File: src/rtl/fbib_pkg.sv
// Shared types and constants for the fitted bitmap icon blitter.
`default_nettype none
package fbib_pkg;

    // Request kinds on the input channel
    typedef enum logic [1:0] {
        K_LOAD  = 2'd0,
        K_START = 2'd1,
        K_STEP  = 2'd2
    } t_kind;

    // Sequencer states
    typedef enum logic [3:0] {
        S_IDLE,
        S_FIT,
        S_TH,
        S_TW,
        S_ORG,
        S_SX,
        S_SY,
        S_ADDR,
        S_RD,
        S_OUT
    } t_state;

    localparam int SIDE_W = 8;   // icon side
    localparam int TGT_W  = 10;  // target side, box side
    localparam int POS_W  = 13;  // destination position
    localparam int CTR_W  = 12;  // center coordinate
    localparam int IDX_W  = 14;  // byte index, valid byte count
    localparam int COL_W  = 16;  // color
    localparam int DIV_W  = SIDE_W + TGT_W;  // dividend / quotient width
    localparam int RB_W   = 6;   // bytes per source row
    localparam logic [2:0] PIX_MSB = 3'd7;   // leftmost pixel bit
    localparam int PIX_PER_BYTE = 8;

    // Request to the shared divider
    typedef struct packed {
        logic               start;
        logic [DIV_W-1:0]   dividend;
        logic [TGT_W-1:0]   divisor;
    } t_div_req;

endpackage
`default_nettype wire

File: src/rtl/fbib_div.sv
// Radix-2 restoring divider, one quotient bit per cycle.
`default_nettype none
module fbib_div
    import fbib_pkg::*;
(
    input  wire logic             i_clk,
    input  wire logic             i_rst_n,
    input  wire t_div_req         i_req,
    output logic                  o_done,
    output logic [DIV_W-1:0]      o_quotient
);

    localparam int CNT_W = $clog2(DIV_W + 1);

    logic [DIV_W-1:0] r_quo;
    logic [TGT_W-1:0] r_rem;
    logic [TGT_W-1:0] r_dsr;
    logic [CNT_W-1:0] r_cnt;
    logic             r_busy;
    logic             r_done;

    logic [TGT_W:0]   w_shift;
    logic [TGT_W+1:0] w_diff;
    logic             w_ge;

    // Trial subtract of the divisor from the shifted remainder
    assign w_shift = {r_rem, r_quo[DIV_W-1]};
    assign w_diff  = {1'b0, w_shift} - {2'b0, r_dsr};
    assign w_ge    = !w_diff[TGT_W+1];

    // Control
    always_ff @(posedge i_clk) begin
        if (!i_rst_n) begin
            r_busy <= 1'b0;
            r_done <= 1'b0;
            r_cnt  <= '0;
        end else begin
            r_done <= 1'b0;
            if (i_req.start) begin
                r_busy <= 1'b1;
                r_cnt  <= CNT_W'(DIV_W);
            end else if (r_busy) begin
                r_cnt <= r_cnt - 1'b1;
                if (r_cnt == CNT_W'(1)) begin
                    r_busy <= 1'b0;
                    r_done <= 1'b1;
                end
            end
        end
    end

    // Datapath
    always_ff @(posedge i_clk) begin
        if (i_req.start) begin
            r_quo <= i_req.dividend;
            r_rem <= '0;
            r_dsr <= i_req.divisor;
        end else if (r_busy) begin
            r_quo <= {r_quo[DIV_W-2:0], w_ge};
            r_rem <= w_ge ? w_diff[TGT_W-1:0] : w_shift[TGT_W-1:0];
        end
    end

    assign o_done     = r_done;
    assign o_quotient = r_quo;

endmodule
`default_nettype wire

File: config.mk
export PLATFORM = sky130hd
export DESIGN_NAME = fbib_div
export DESIGN_NICKNAME = d
export VERILOG_FILES = /design/src/rtl/fbib_pkg.sv /design/src/rtl/fbib_div.sv
export SDC_FILE = /design/constraint.sdc
export NUM_CORES = 1
export LEC_CHECK = 0
export ABC_AREA = 1
export BUFFER_PORTS_ARGS = -buffer_cell sky130_fd_sc_hd__buf_2
export CAP_MARGIN = 0
export CORE_MARGIN = 8
export CORE_UTILIZATION = 51
export CTS_CLUSTER_DIAMETER = 50
export DETAILED_ROUTE_END_ITERATION = 12
export PLACE_DENSITY = 0.83
export SYNTH_ARGS = -nofsm -noshare
export SYNTH_HDL_FRONTEND = slang
export SYNTH_SLANG_ARGS = --single-unit
File: constraint.sdc
create_clock -name i_clk -period 1.9 [get_ports i_clk]
set_clock_uncertainty 0.05 [all_clocks]
set_input_delay 0.19 -clock i_clk [delete_from_list [all_inputs] [get_ports i_clk]]
set_output_delay 0.19 -clock i_clk [all_outputs]
set_load 0.01 [all_outputs]
==> run metrics <==
outcome=complete, no violations; synth top area cells=edfxtp_1 (35%), nand2_1 (19%), dfxtp_1 (14%); Critical path origin=r_rem[6]; total DRC errors in the routed layout=0; Gate Count Post-Synth=306; wire length of the first global-routing pass=between 9 and 10 mm; width of the die=approximately 85 um; clock sink count=45; area of the multi-input gates=1150 um^2; cell taking the most area after synthesis=edfxtp_1; Skew-Pair Late Insertion Delay=roughly 0.30 ns; timing endpoint of the critical path=o_quotient[0]; worst slack on hold paths=around 0.014 ns; most repeated cell in the gate-level netlist after synthesis=nand2_1; Worst R2R Path Depth=9; compound-cell area share of the yosys netlist=around 2.7%; arithmetic-cell share of the synthesized area counting full adders, half adders and majority gates=between 6 and 7%; Synth Net Count=350; Crit Path Category=reg2reg; largest net degree at the start of global routing=21; top_reg_cell synth=edfxtp_1; number of synthesized flops with an enable pin=28; clock root cell=clkbuf_8; growth of design area from synthesis to finish=26.2%; iteration-0 DRC count of the detailed router=87; power per cell area=~740 nW/um^2; sequential cell area fraction in the yosys report=48.5%; worst-case vdd ir drop=~0.46 mV; setup slack after layout=roughly 0.068 ns; number of warnings reported in the yosys synthesis log=0; detailed-router iteration count before antenna repair=4; H-Tree Level Count=2; area taken by flip-flops and latches=roughly 1200 um^2; number of buffers created by CTS=5; required time worst endpoint=roughly 1.9 ns; setup slack after placement=~0.0056 ns; minimum period implied by the final worst setup slack=around 1.8 ns; clock tree from TritonCTS=done; main combinational cell family by area after synthesis=simple AND/OR/NAND/NOR gates; Least-Margin Pin Slew=around 0.56 ns; overall routed net length=approximately 5.7 mm; Reg-to-Reg End=o_quotient[0]; fraction of layout instances using a drive strength above 1=between 20% and 30%; RR Startpoint=r_rem[6]; clock slew seen by the registers of the worst setup and hold paths=around 0.09 ns; area share of the largest cell type after synthesis=34.5%; drt via density=between 5 and 6; xor/xnor cell area share of the yosys netlist=about 1.4%; standard-cell row count=25; Tightest Hold Check Type=in2reg; wire length per cell after detailed routing=13.3 um; unrepaired setup endpoints after global routing=true; final cell count without fillers=430; Placer Congestion=0.862; largest fanout on the critical path=9; global route total overflow=0; Slew headroom=between 60% and 70%; Yosys cell types=29; Post-Synth Simple-Gate Area=between 30% and 40%; Mapped Avg Cell Area=~8.0 um^2; antenna diode count=0; Cells after DPL=409; final setup violation count=0; worst setup slack for register-to-register paths=0.07 ns; floorplan core area=4660 um^2; total power of the final layout=between 2 and 2.5 mW; count of input and output buffers=between 40 and 50; vertical die dimension=between 80 and 90 um; number of antenna violations at the first check in global routing=0; asr flop ratio synth=0%; FMAX=around 0.55 GHz; Final nets=approximately 420; filler cell count=between 300 and 400; kind of start point of the critical path=register; via count of the first global-routing pass=2,193; placed wire-length estimate after detailed placement=approximately 4.0 mm; endpoint class of the critical path=register; Layout Utilization=between 60 and 70%; total count of max-transition violations in the final report=0; mux contribution to synthesized area=0%; buffer levels on the longest clock path=2; number of synthesized register bits=45; maximum capacitance violations=0; final hold viol count=0; final antenna-violating net count=0; Leak=between 1.5 and 2 nW; Via Count=around 2,200; area enclosed by the die boundary=slightly above 7000 um^2; effective utilization at floorplan=a little over half; commonest cells in the synthesized netlist=nand2_1 (124), inv_1 (40), nor2_1 (30); overall routing resource usage=between 15 and 20%; critical path data arrival time=approximately 1.9 ns; top-level port count=50; Final Cycle Share=roughly 96%; post-synthesis instance area=approximately 2400 um^2
[per-stage QoR]
stage / setup TNS (ns) / area [um^2]
global placement: 0 / 2770
CTS: 0 / 2950
detailed placement: 0 / 2770
floorplan: 0 / 2440
finish: 0 / 3080
global route: -0.731 / 3080
[final cells by class]
cell class	count	area share, %
Clock buffer	5	2.24
Clock inverter	3	1.51
Inverter	43	5.25
Multi-Input combinational cell	214	37.3
Sequential cell	45	38.4
Tap cell	54	2.20
Timing Repair Buffer	66	13.1
[power by group]
group / internal (mW) / switching, mW / leakage [nW] / total (mW)
clock network: 0.394 / 0.342 / 0.0543 / 0.736
registers: 1.12 / 0.0333 / 0.421 / 1.15
logic: 0.158 / 0.220 / 1.11 / 0.378
total: 1.67 / 0.595 / 1.59 / 2.26
[how the worst min path moves through the flow]
stage	slack (ns)	cells past startpoint	from	endpoint
after floorplan	0.24	0	i_req[0]	r_dsr[0]
after global placement	0.32	1	i_req[1]	r_dsr[1]
after detailed placement	0.32	1	i_req[5]	r_dsr[5]
after CTS	0.0003	1	i_req[6]	r_dsr[6]
after global routing	0.004	1	i_req[7]	r_dsr[7]
final	0.01	1	i_req[9]	r_dsr[9]
[layout by cell type, fill, tap and decap left out, types with 3 or more instances in the layout]
master	instances
nor2_1	29
xnor2_1	3
buf_2	49
nand3_1	12
edfxtp_1	28
dlygate4sd3_1	7
nand4_1	3
nand2_4	3
a21oi_1	3
inv_1	38
nand3_4	3
nand2_1	121
clkbuf_8	5
nand3_2	7
ha_1	10
buf_4	9
dfxtp_1	17
nand2_2	4
inv_2	5
[routing by layer]
| layer | share of wire, % | vias up | GRT usage (%) |
|---|---|---|---|
| met1 | 40 | 1016 | 16.0 |
| met5 | 0 | - | 0 |
| met4 | 2.7 | 0 | 5.83 |
| li1 | - | 1100 | - |
| met3 | 9.6 | 16 | 6.56 |
| met2 | 48 | 81 | 26.3 |
[flip-flops by register name, indices dropped and copies added, names as in the netlist]
signal      count
r_rem          10
o_quotient     18
o_done          1
r_cnt           5
r_dsr          10
r_busy          1
[worst max-delay path, stage by stage, from the launching register on]
cell	delay, ns
dfxtp_1	0.35
ha_1	0.36
nand2_1	0.12
inv_1	0.06
nand2_1	0.12
inv_1	0.09
nand2_4	0.13
nand3_4	0.17
nand2_1	0.10
nand2_1	0.05
[logic make-up (layout without fill, tap and decap cells)]
| kind of cell | Yosys count | count (layout) |
|---|---|---|
| AOI/OAI and AO/OA | 9 | 9 |
| DFF | 45 | 45 |
| xor gates and xnor gates | 4 | 4 |
| and+or+nand+nor | 186 | 188 |
| buffers and inverters | 49 | 117 |
| adders and majority gates | 13 | 13 |
[timing repair]
action | in CTS | in global routing
endpoints found under the setup margin | 1 | 11
hold buffers | 6 | 1
pin swaps | 0 | 7
hold endpoints to repair | 6 | 1
gates cloned | 0 | 2
setup buffers | 0 | 4
resized for setup | 1 | 15
Note: power is estimated with default switching activity, not from simulation.
